<file path="src/hw/rtl/bldc_pkg.sv">
`timescale 1ns / 1ps

package bldc_pkg;

    // Event codes carried in the action field
    typedef enum logic [2:0] {
        ACT_SINGLE  = 3'd0,
        ACT_DOUBLE  = 3'd1,
        ACT_LONG    = 3'd2,
        ACT_HOLD    = 3'd3,
        ACT_RELEASE = 3'd4,
        ACT_LINK    = 3'd5
    } act_t;

    // Link-status codes carried with a link event
    typedef enum logic [1:0] {
        LINK_CONNECTING = 2'd0,
        LINK_CONNECTED  = 2'd1,
        LINK_FAILED     = 2'd2,
        LINK_NONE       = 2'd3
    } link_t;

    // Configuration register indexes
    typedef enum logic [1:0] {
        REG_STEP_DIV  = 2'd0,
        REG_STEP_PCT  = 2'd1,
        REG_MIN_PCT   = 2'd2,
        REG_MAX_PCT   = 2'd3
    } reg_idx_t;

    localparam int CFG_DATA_W = 8;
    localparam int IN_DATA_W  = 8;
    localparam int OUT_DATA_W = 40;

    localparam logic [7:0] RST_STEP_DIV = 8'd12;
    localparam logic [5:0] RST_STEP_PCT = 6'd2;
    localparam logic [6:0] RST_MIN_PCT  = 7'd5;
    localparam logic [6:0] RST_MAX_PCT  = 7'd100;
    localparam logic [6:0] RST_LEVEL    = 7'd100;

    localparam logic [23:0] RGB_WARM  = {8'd255, 8'd160, 8'd80};
    localparam logic [23:0] RGB_AMBER = {8'd255, 8'd160, 8'd0};
    localparam logic [23:0] RGB_GREEN = {8'd0, 8'd255, 8'd0};
    localparam logic [23:0] RGB_RED   = {8'd255, 8'd0, 8'd0};

    typedef struct packed {
        logic [7:0] step_div;
        logic [5:0] step_pct;
        logic [6:0] min_pct;
        logic [6:0] max_pct;
    } cfg_t;

    typedef struct packed {
        logic       dimming;
        logic       breathing;
        logic [6:0] brightness;
        logic [7:0] blue;
        logic [7:0] green;
        logic [7:0] red;
        logic       lamp_on;
    } res_t;

    // Palette colour {r, g, b}; the upper eight entries repeat the lower eight
    function automatic logic [23:0] pal_rgb(input logic [3:0] idx);
        logic [23:0] rgb;
        unique case (idx[2:0])
            3'd0: rgb = RGB_WARM;
            3'd1: rgb = {8'd255, 8'd0, 8'd0};
            3'd2: rgb = {8'd0, 8'd255, 8'd0};
            3'd3: rgb = {8'd0, 8'd0, 8'd255};
            3'd4: rgb = {8'd255, 8'd200, 8'd0};
            3'd5: rgb = {8'd200, 8'd0, 8'd255};
            3'd6: rgb = {8'd0, 8'd255, 8'd255};
            3'd7: rgb = {8'd255, 8'd255, 8'd255};
        endcase
        return rgb;
    endfunction

endpackage

</file>
<file path="src/hw/rtl/button_lamp_dimmer_control.sv">
`timescale 1ns / 1ps

// Lamp controller driven by button gestures and link-status events. Each beat on
// the slave side is one event and yields exactly one result beat on the master
// side carrying the lamp state after that event (on flag, colour, brightness,
// breathing and dimming flags). An event is held in the input register, where
// the state update is computed, and then lands in the output register; one
// event is taken every cycle as long as the master side keeps tready high. The
// four configuration registers are written through cfg_we / cfg_index /
// cfg_wdata; the user must write them only while no event is in flight, as the
// block itself does not enforce this.

module button_lamp_dimmer_control #(
    parameter int PALETTE_SIZE = 8
) (
    input  logic                              aclk,
    input  logic                              aresetn,
    // Configuration write port
    input  logic                              cfg_we,
    input  logic [1:0]                        cfg_index,
    input  logic [bldc_pkg::CFG_DATA_W-1:0]   cfg_wdata,
    // Event stream
    input  logic                              s_tvalid,
    output logic                              s_tready,
    // [2:0] action, [4:3] link_status, [7:5] zero
    input  logic [bldc_pkg::IN_DATA_W-1:0]    s_tdata,
    // Result stream
    output logic                              m_tvalid,
    input  logic                              m_tready,
    // [0] lamp_on, [8:1] red, [16:9] green, [24:17] blue, [31:25] brightness,
    // [32] breathing, [33] dimming, [39:34] zero
    output logic [bldc_pkg::OUT_DATA_W-1:0]   m_tdata
);
    import bldc_pkg::*;

    cfg_t       cfg_reg;
    logic       in_valid_reg;
    logic [2:0] action_reg;
    logic [1:0] link_reg;
    logic       advance;
    res_t       res;

    // Hold configuration
    always_ff @(posedge aclk) begin
        if (!aresetn) begin
            cfg_reg.step_div <= RST_STEP_DIV;
            cfg_reg.step_pct <= RST_STEP_PCT;
            cfg_reg.min_pct  <= RST_MIN_PCT;
            cfg_reg.max_pct  <= RST_MAX_PCT;
        end else if (cfg_we) begin
            unique case (reg_idx_t'(cfg_index))
                REG_STEP_DIV: cfg_reg.step_div <= cfg_wdata;
                REG_STEP_PCT: cfg_reg.step_pct <= cfg_wdata[5:0];
                REG_MIN_PCT:  cfg_reg.min_pct  <= cfg_wdata[6:0];
                REG_MAX_PCT:  cfg_reg.max_pct  <= cfg_wdata[6:0];
            endcase
        end
    end

    // Move the held event on whenever the output register is free or draining
    assign advance  = in_valid_reg && (!m_tvalid || m_tready);
    assign s_tready = !in_valid_reg || advance;

    always_ff @(posedge aclk) begin
        if (!aresetn) begin
            in_valid_reg <= 1'b0;
        end else if (s_tready) begin
            in_valid_reg <= s_tvalid;
        end
    end

    always_ff @(posedge aclk) begin
        if (s_tready && s_tvalid) begin
            action_reg <= s_tdata[2:0];
            link_reg   <= s_tdata[4:3];
        end
    end

    bldc_core #(
        .PALETTE_SIZE (PALETTE_SIZE)
    ) u_core (
        .aclk        (aclk),
        .aresetn     (aresetn),
        .advance     (advance),
        .action      (action_reg),
        .link_status (link_reg),
        .cfg         (cfg_reg),
        .res         (res)
    );

    bldc_out_stage u_out (
        .aclk     (aclk),
        .aresetn  (aresetn),
        .advance  (advance),
        .res      (res),
        .m_tready (m_tready),
        .m_tvalid (m_tvalid),
        .m_tdata  (m_tdata)
    );

endmodule

</file>
<file path="src/hw/rtl/bldc_core.sv">
`timescale 1ns / 1ps

module bldc_core #(
    parameter int PALETTE_SIZE = 8
) (
    input  logic              aclk,
    input  logic              aresetn,
    input  logic              advance,
    input  logic [2:0]        action,
    input  logic [1:0]        link_status,
    input  bldc_pkg::cfg_t    cfg,
    output bldc_pkg::res_t    res
);
    import bldc_pkg::*;

    localparam int IDX_W = (PALETTE_SIZE > 1) ? $clog2(PALETTE_SIZE) : 1;
    localparam logic [IDX_W-1:0] IDX_LAST = IDX_W'(PALETTE_SIZE - 1);

    logic             lamp_reg,   lamp_next;
    logic [IDX_W-1:0] pidx_reg,   pidx_next;
    logic [23:0]      rgb_reg,    rgb_next;
    logic [6:0]       level_reg,  level_next;
    logic             up_reg,     up_next;
    logic             dim_reg,    dim_next;
    logic [7:0]       tick_reg,   tick_next;
    logic             breath_reg, breath_next;

    logic [IDX_W-1:0] pidx_inc;
    logic [7:0]       tick_inc;
    logic [7:0]       up_sum;
    logic [7:0]       dn_lim;

    assign pidx_inc = (pidx_reg == IDX_LAST) ? '0 : pidx_reg + 1'b1;
    assign tick_inc = tick_reg + 8'd1;
    assign up_sum   = {1'b0, level_reg} + {2'b00, cfg.step_pct};
    assign dn_lim   = {1'b0, cfg.min_pct} + {2'b00, cfg.step_pct};

    // Next state for the event at the head of the input register
    always_comb begin
        lamp_next   = lamp_reg;
        pidx_next   = pidx_reg;
        rgb_next    = rgb_reg;
        level_next  = level_reg;
        up_next     = up_reg;
        dim_next    = dim_reg;
        tick_next   = tick_reg;
        breath_next = breath_reg;
        unique case (act_t'(action))
            ACT_SINGLE: begin
                lamp_next = !lamp_reg;
            end
            ACT_DOUBLE: begin
                lamp_next = 1'b1;
                pidx_next = pidx_inc;
                rgb_next  = pal_rgb(4'(pidx_inc));
            end
            ACT_LONG: begin
                dim_next  = 1'b1;
                tick_next = '0;
                if (!lamp_reg) begin
                    level_next = cfg.min_pct;
                    up_next    = 1'b1;
                    lamp_next  = 1'b1;
                end else if (level_reg >= cfg.max_pct) begin
                    up_next = 1'b0;
                end else if (level_reg <= cfg.min_pct) begin
                    up_next = 1'b1;
                end
            end
            ACT_HOLD: begin
                if (dim_reg) begin
                    if (tick_inc < cfg.step_div) begin
                        tick_next = tick_inc;
                    end else begin
                        tick_next = '0;
                        // Step toward the bound in the current direction, saturating
                        if (up_reg) begin
                            if (level_reg < cfg.max_pct) begin
                                if (up_sum >= {1'b0, cfg.max_pct}) begin
                                    level_next = cfg.max_pct;
                                end else begin
                                    level_next = up_sum[6:0];
                                end
                            end
                        end else begin
                            if (level_reg > cfg.min_pct) begin
                                if ({1'b0, level_reg} <= dn_lim) begin
                                    level_next = cfg.min_pct;
                                end else begin
                                    level_next = level_reg - {1'b0, cfg.step_pct};
                                end
                            end
                        end
                    end
                end
            end
            ACT_RELEASE: begin
                if (dim_reg) begin
                    dim_next = 1'b0;
                    up_next  = !up_reg;
                end
            end
            ACT_LINK: begin
                unique case (link_t'(link_status))
                    LINK_CONNECTING: begin
                        lamp_next   = 1'b1;
                        breath_next = 1'b1;
                        rgb_next    = RGB_AMBER;
                    end
                    LINK_CONNECTED: begin
                        lamp_next   = 1'b1;
                        breath_next = 1'b0;
                        rgb_next    = RGB_GREEN;
                    end
                    LINK_FAILED: begin
                        lamp_next   = 1'b1;
                        breath_next = 1'b0;
                        rgb_next    = RGB_RED;
                    end
                    LINK_NONE: begin
                    end
                endcase
            end
            default: begin
            end
        endcase
    end

    // Commit the new state as the beat moves on
    always_ff @(posedge aclk) begin
        if (!aresetn) begin
            lamp_reg   <= 1'b0;
            pidx_reg   <= '0;
            rgb_reg    <= RGB_WARM;
            level_reg  <= RST_LEVEL;
            up_reg     <= 1'b0;
            dim_reg    <= 1'b0;
            tick_reg   <= '0;
            breath_reg <= 1'b0;
        end else if (advance) begin
            lamp_reg   <= lamp_next;
            pidx_reg   <= pidx_next;
            rgb_reg    <= rgb_next;
            level_reg  <= level_next;
            up_reg     <= up_next;
            dim_reg    <= dim_next;
            tick_reg   <= tick_next;
            breath_reg <= breath_next;
        end
    end

    assign res.lamp_on    = lamp_next;
    assign res.red        = rgb_next[23:16];
    assign res.green      = rgb_next[15:8];
    assign res.blue       = rgb_next[7:0];
    assign res.brightness = level_next;
    assign res.breathing  = breath_next;
    assign res.dimming    = dim_next;

endmodule

</file>
<file path="src/hw/rtl/bldc_out_stage.sv">
`timescale 1ns / 1ps

module bldc_out_stage (
    input  logic           aclk,
    input  logic           aresetn,
    input  logic           advance,
    input  bldc_pkg::res_t res,
    input  logic           m_tready,
    output logic           m_tvalid,
    output logic [bldc_pkg::OUT_DATA_W-1:0] m_tdata
);
    import bldc_pkg::*;

    logic valid_reg, valid_next;
    res_t res_reg;

    // Fill on advance, drain when the sink takes the beat
    always_comb begin
        valid_next = valid_reg;
        if (advance) begin
            valid_next = 1'b1;
        end else if (m_tready) begin
            valid_next = 1'b0;
        end
    end

    always_ff @(posedge aclk) begin
        if (!aresetn) begin
            valid_reg <= 1'b0;
        end else begin
            valid_reg <= valid_next;
        end
    end

    always_ff @(posedge aclk) begin
        if (advance) begin
            res_reg <= res;
        end
    end

    assign m_tvalid = valid_reg;
    assign m_tdata  = {{(OUT_DATA_W - $bits(res_t)){1'b0}}, res_reg};

endmodule
</file>
<file path="config.mk">
export PLATFORM = sky130hd
export DESIGN_NAME = button_lamp_dimmer_control
export DESIGN_NICKNAME = d
export VERILOG_FILES = /design/src/hw/rtl/bldc_pkg.sv /design/src/hw/rtl/button_lamp_dimmer_control.sv /design/src/hw/rtl/bldc_core.sv /design/src/hw/rtl/bldc_out_stage.sv
export SDC_FILE = /design/constraint.sdc
export NUM_CORES = 1
export LEC_CHECK = 0
export ABC_AREA = 1
export BUFFER_PORTS_ARGS = -buffer_cell sky130_fd_sc_hd__buf_4
export CORE_UTILIZATION = 65
export CTS_BUF_LIST = sky130_fd_sc_hd__clkbuf_8
export DETAILED_ROUTE_END_ITERATION = 12
export GPL_ROUTABILITY_DRIVEN = 0
export PLACE_DENSITY = 0.89
export REMOVE_ABC_BUFFERS = 1
export SLEW_MARGIN = 20
export SYNTH_ARGS = -nofsm -noshare
export SYNTH_HDL_FRONTEND = slang
export SYNTH_SLANG_ARGS = --single-unit
</file>
<file path="constraint.sdc">
create_clock -name aclk -period 5.4 [get_ports aclk]
set_input_delay 0 -clock aclk [delete_from_list [all_inputs] [get_ports aclk]]
set_output_delay 0 -clock aclk [all_outputs]
set_load 0.01 [all_outputs]
</file>
; Word-level counts from Yosys, hierarchy flattened
; Memory sizes are Yosys's and may differ from the RTL's.
; Cells that the tools add are included.
[op_classes]
add_sub_neg = 5
magnitude_cmp = 7
eq_ne = 14
n_mux = 27
reduce_logical = 24
[op_table]
columns = cell, count
row1 = $pmux W24 S3, 1
row2 = $mux W7, 8
row3 = $pmux W24 S2, 1
row4 = $add A7 B6 Y8, 2
row5 = $mux W8, 2
row6 = $pmux W8 S2, 1
row7 = $pmux W7 S2, 1
row8 = $reduce_and A2 Y1, 5
row9 = $eq A3 B3 Y1 const B, 3
row10 = $add A8 B1 Y8 const B, 1
row11 = $ge A8 B7 Y1, 1
row12 = $le A7 B8 Y1, 1
row13 = $lt A8 B8 Y1, 1
row14 = $mux W1, 8
row15 = $ge A7 B7 Y1, 1
row16 = $gt A7 B7 Y1, 1
row17 = $le A7 B7 Y1, 1
row18 = $lt A7 B7 Y1, 1
row19 = $sub A7 B6 Y7, 1
row20 = $eq A2 B2 Y1 const B, 3
row21 = $eq A3 B2 Y1 const B, 2
row22 = $pmux W1 S2, 3
row23 = $reduce_bool A2 Y1, 3
row24 = $eq A2 B1 Y1 const B, 2
row25 = other kinds (15), 23
[word_totals]
ff_bits = 115
mem_bits_ro = 192
inputBits = 23
output_inout_bits = 42
elab_cells = 101
n_memories = 1
[mem_list]
columns = memory, depth, width, rd, rd_ports_with_merged_regs, write_ports, line_no
row1 = (name not given), 8, 24, 1, 0, 0, bldc_pkg.sv:66  ; unique case (idx[2:0])

; Logic depth before layout (Yosys ltp)
[logic_depth]
ltp_word = 8
ltp_mapped = 25
depth_no_buf = 25

; Modules after synthesis
; A second synthesis with hierarchy kept.
[unflattened]
hier_cells = 943
area_unflattened_um2 = 7129.3
[modules_own_cells]
columns = module, instances, cells_each, area_each_um2, seq_area_each_um2
row1 = bldc_core, 1, 712, 4652.0, 920.9
row2 = button_lamp_dimmer_control, 1, 184, 1363.8, 730.7
row3 = bldc_out_stage, 1, 47, 1113.6, 1041.0

; Worst setup path after synthesis
; OpenSTA, ideal clock, no wires.
[synth_path]
kind = register to register
from = register cfg_reg[7] (netlist name)
to = register u_out.res_reg, in the netlist u_out.m_tdata[31] (data pin)
setup_time_ns = 0.262
arrival_time_ns = 2.774
t_required_ns = 5.138
path_slack_ns = 2.365
stages_incl_launch_ff = 23
n_path_buf = 0
period_less_slack_ns = 3.035
path_cell_list = dfxtp_1 -> ha_1 -> inv_1 -> fa_1 -> o21ai_0 -> nand2_1 -> a21oi_1 -> nor2_1 -> xor2_1 -> ha_1 -> nand2_1 -> nand3b_1 -> nand2_1 -> nor2_4 -> nand2_4 -> nand2_1 -> nand3_1 -> o21ai_0 -> nand2_1 -> nand2_1 -> nand2_1 -> nand2_1 -> nand2_1
[synth_lines]
columns = item, line_no
row1 = from (decl), button_lamp_dimmer_control.sv:36  ; cfg_t cfg_reg;
row2 = to (signal assigned), bldc_out_stage.sv:37  ; res_reg <= res;
row3 = to (decl), bldc_out_stage.sv:15  ; res_t res_reg;

==> reports/metrics.csv <==
stage,metric,value,unit
outcome,status,"finished, final reports clean",
placement,DP HPWL,11330,um
logic_synthesis,synthesized cell area,0.006938,sq mm
cts,Max Root-Sink Buffers,2,
cts,H-tree depth,4,
global_route,Total GRT Usage,33.17,%
logic_synthesis,Post-synth EDFFs,39,
power,"Power, Total",0.002263,W
power,pwr dens,282.2,mW/mm^2
global_route,largest net degree at the start of global routing,64,
cells_and_area,Layout area overhead,15.58,%
cells_and_area,n_diodes,0,
floorplanning,die area,0.01109,sq mm
detailed_routing,remaining antenna violation count,0,
timing,Final TNS setup,0,ns
timing,Final Hold Viols,0,
cells_and_area,max reg flops,34,
timing,Final min period,3.492,ns
global_route,initial antenna violation count,0,
floorplanning,die span in x,105.3,um
logic_synthesis,Yosys top cell area share,21.93,%
run,Max Cap Viol,0,
logic_synthesis,top_reg_cell synth,dfxtp_1,
cts,later-pin clock latency in the skew report,0.44,ns
critical_path,crit path DAT,3.67,ns
cells_and_area,final instance area,0.008019,sq mm
detailed_routing,Residual DRC,0,
logic_synthesis,Synth Register Bits,115,
critical_path,Crit Path Category,reg2reg,
timing,Slew HR,42.82,%
critical_path,Critical Path RT,5.58,ns
logic_synthesis,top-count cell post-synth,nand2_1,
cts,Worst-path clk slew,0.08,ns
critical_path,critical path's largest stage delay,0.45,ns
power,Cell Int Power,0.001508,W
power,Leak,3.784,nW
global_route,first-pass GRT wire length,29240,um
timing,"Slew Viols, Final",0,
detailed_routing,DR vias,6489,
power,combinational power share,21.4,%
floorplanning,core region area,0.01032,sq mm
timing,Worst Tran Pin Value,0.8578,ns
detailed_routing,DR vias/cell,5.732,
global_route,vias in the first global route,6283,
timing,Worst Clk Skew,0.01275,ns
timing,Achievable Freq,0.2864,GHz
detailed_routing,drt total wl,17580,um
logic_synthesis,syn_area_per_cell,7.649,sq um
cts,post-CTS sizing,0,
floorplanning,initial core utilization,67.20,%
floorplanning,Rows,37,
logic_synthesis,Yosys warnings,0,
global_route,total gr overflow,0,
power,Worst VDD drop,198.0,uV
cts,root buffer cell,clkbuf_8,
logic_synthesis,Post-synth top cells,"nand2_1 (200), inv_1 (117), a21oi_1 (96), dfxtp_1 (76)",
critical_path,"Cell Chain, Critical Path",ha_1 > inv_1 > fa_1 > o21ai_0 > nand2_1 > a21oi_1 > nor2_1 > xor2_1 > ha_1 > nand2_1 > nand3b_1 > nand2_1 > nor2_4 > nand2_4 > nand2_1 > nand3_1 > o21ai_0 > nand2_1 > nand2_1 > nand2_1 > nand2_1 > nand2_1,
logic_synthesis,top post-synthesis cells by area,"dfxtp_1 (22%), edfxtp_1 (17%), ha_1 (11%)",
logic_synthesis,post-synth top area cell,dfxtp_1,
logic_synthesis,Syn Inst Count,907,
power,Psw,0.0007552,W
power,Sw Ratio,33.38,%
timing,Final Cycle Share,64.66,%
logic_synthesis,"Seq/Total Area, Yosys",38.81,%
detailed_routing,drt initial violations,607,
cts,clk sinks,115,
detailed_routing,routed len/inst,15.53,um
cells_and_area,fin cells,1132,
critical_path,Worst path most repeated cell,nand2_1,
logic_synthesis,"Async S/R FF share, synth",0,%
placement,placed cells,1078,
timing,Final setup viols,0,
floorplanning,io pins,65,
placement,IO Port Bufs,55,
critical_path,"Slowest-stage cell, CP",dfxtp_1,
placement,dpl cell area,0.007413,sq mm
critical_path,Crit path max-delay family,simple AND/OR/NAND/NOR gates,
power,part of the power in registers,43.7,%
floorplanning,chip height,105.3,um
critical_path,CP Launch Type,flop,
detailed_routing,DR pass1 iterations,8,
cts,CTS tree,built,
cts,CTS Buf Count,17,
power,clock share of power,35.0,%
timing,unrepaired setup endpoints after global routing,false,
critical_path,CP Buf/Inv Count,1,
worst_hold_path,Hold Crit Class,in2reg,
critical_path,Worst Setup End Kind,flop,
logic_synthesis,Unique masters post-synth,50,
cells_and_area,share of cells above drive strength 1,12.65,%
critical_path,"critical path fanouts, max",8,
cells_and_area,nets@finish,1069,
cells_and_area,post-layout util,77.68,%
==> kinds of logic after synthesis <==
logic type	after synthesis	synth area share (%)
simple gates	349	21.77
compound gates	202	16.38
buf+inv	161	9.288
flops	115	38.81
fa+ha+maj	63	11.69
xor+xnor	16	2.020
other cells	1	0.05405
==> area by class of cell <==
type / count / area [sq um]
Sequential cell: 115 / 2693
Timing Repair Buffer: 79 / 648.1
Clock buffer: 17 / 234.0
Tap cell: 136 / 170.2
Clock inverter: 15 / 151.4
Fill cell: 722 / 2305
Inverter: 134 / 503.0
Multi-Input combinational cell: 636 / 3620
==> through the flow <==
step	hold slack [ns]	worst slack, ns
after floorplan	0.08416	2.161
after global placement	0.1792	2.059
after detailed placement	0.1810	1.993
after CTS	0.1001	1.971
after global routing	0.1296	1.518
final	0.1192	1.908
==> worst register-to-register path, delay by kind of cell (launching register included) <==
family | cells | cell delay [ns]
flip-flops | 1 | 0.45
XOR/XNOR | 1 | 0.14
AND/OR/NAND/NOR | 14 | 1.16
AO/OA/AOI/OAI | 3 | 0.52
buffers and inverters | 1 | 0.06
adder cells (fa/ha/maj) | 3 | 0.88
==> layer usage <==
layer  share of wire (%)  vias to the layer above  global-route usage, %  wire length [um]
met1                  40                     2956                  41.63              7099
met3                 8.5                       65                  6.679              1500
li1                    -                     3162                      -                 -
met4                 3.0                        0                  14.59               530
met2                  48                      306                  55.26              8447
met5                   0                        -                      0                 0
==> worst paths after layout <==
kind                        end  cells past startpoint               start  slack [ns]
max           u_out.m_tdata[31]                     22          cfg_reg[7]        1.91
min                  cfg_reg[9]                      4              cfg_we        0.12
max reg2reg   u_out.m_tdata[31]                     22          cfg_reg[7]        1.91
min reg2reg  u_core.tick_reg[6]                      2  u_core.tick_reg[6]        0.47
==> timing repair <==
action,4_1_cts,5_1_grt
hold buffers,22,0
hold endpoints to repair,39,0
setup buffers,0,0
==> layout by cell type (no fill, tap or decap), types with 22 or more instances in the layout <==
master         instances
a21oi_1               96
o21ai_1               25
dfxtp_1               76
inv_1                116
dlygate4sd3_1         22
o21ai_0               47
nand2_1              200
ha_1                  60
nand3_1               48
edfxtp_1              39
nor2_1                60
buf_4                 57
==> power groups by stage <==
stage                     Combinational (W)  Sequential [W]  Clock, W
after floorplan                    0.000328         0.00100         0
after global placement             0.000439         0.00100         0
after detailed placement           0.000454         0.00101         0
after CTS                          0.000473        0.000987  0.000786
after global routing               0.000544        0.000993  0.000835
final                              0.000484        0.000988  0.000791
No activity file was read; power rests on OpenSTA's default activity.
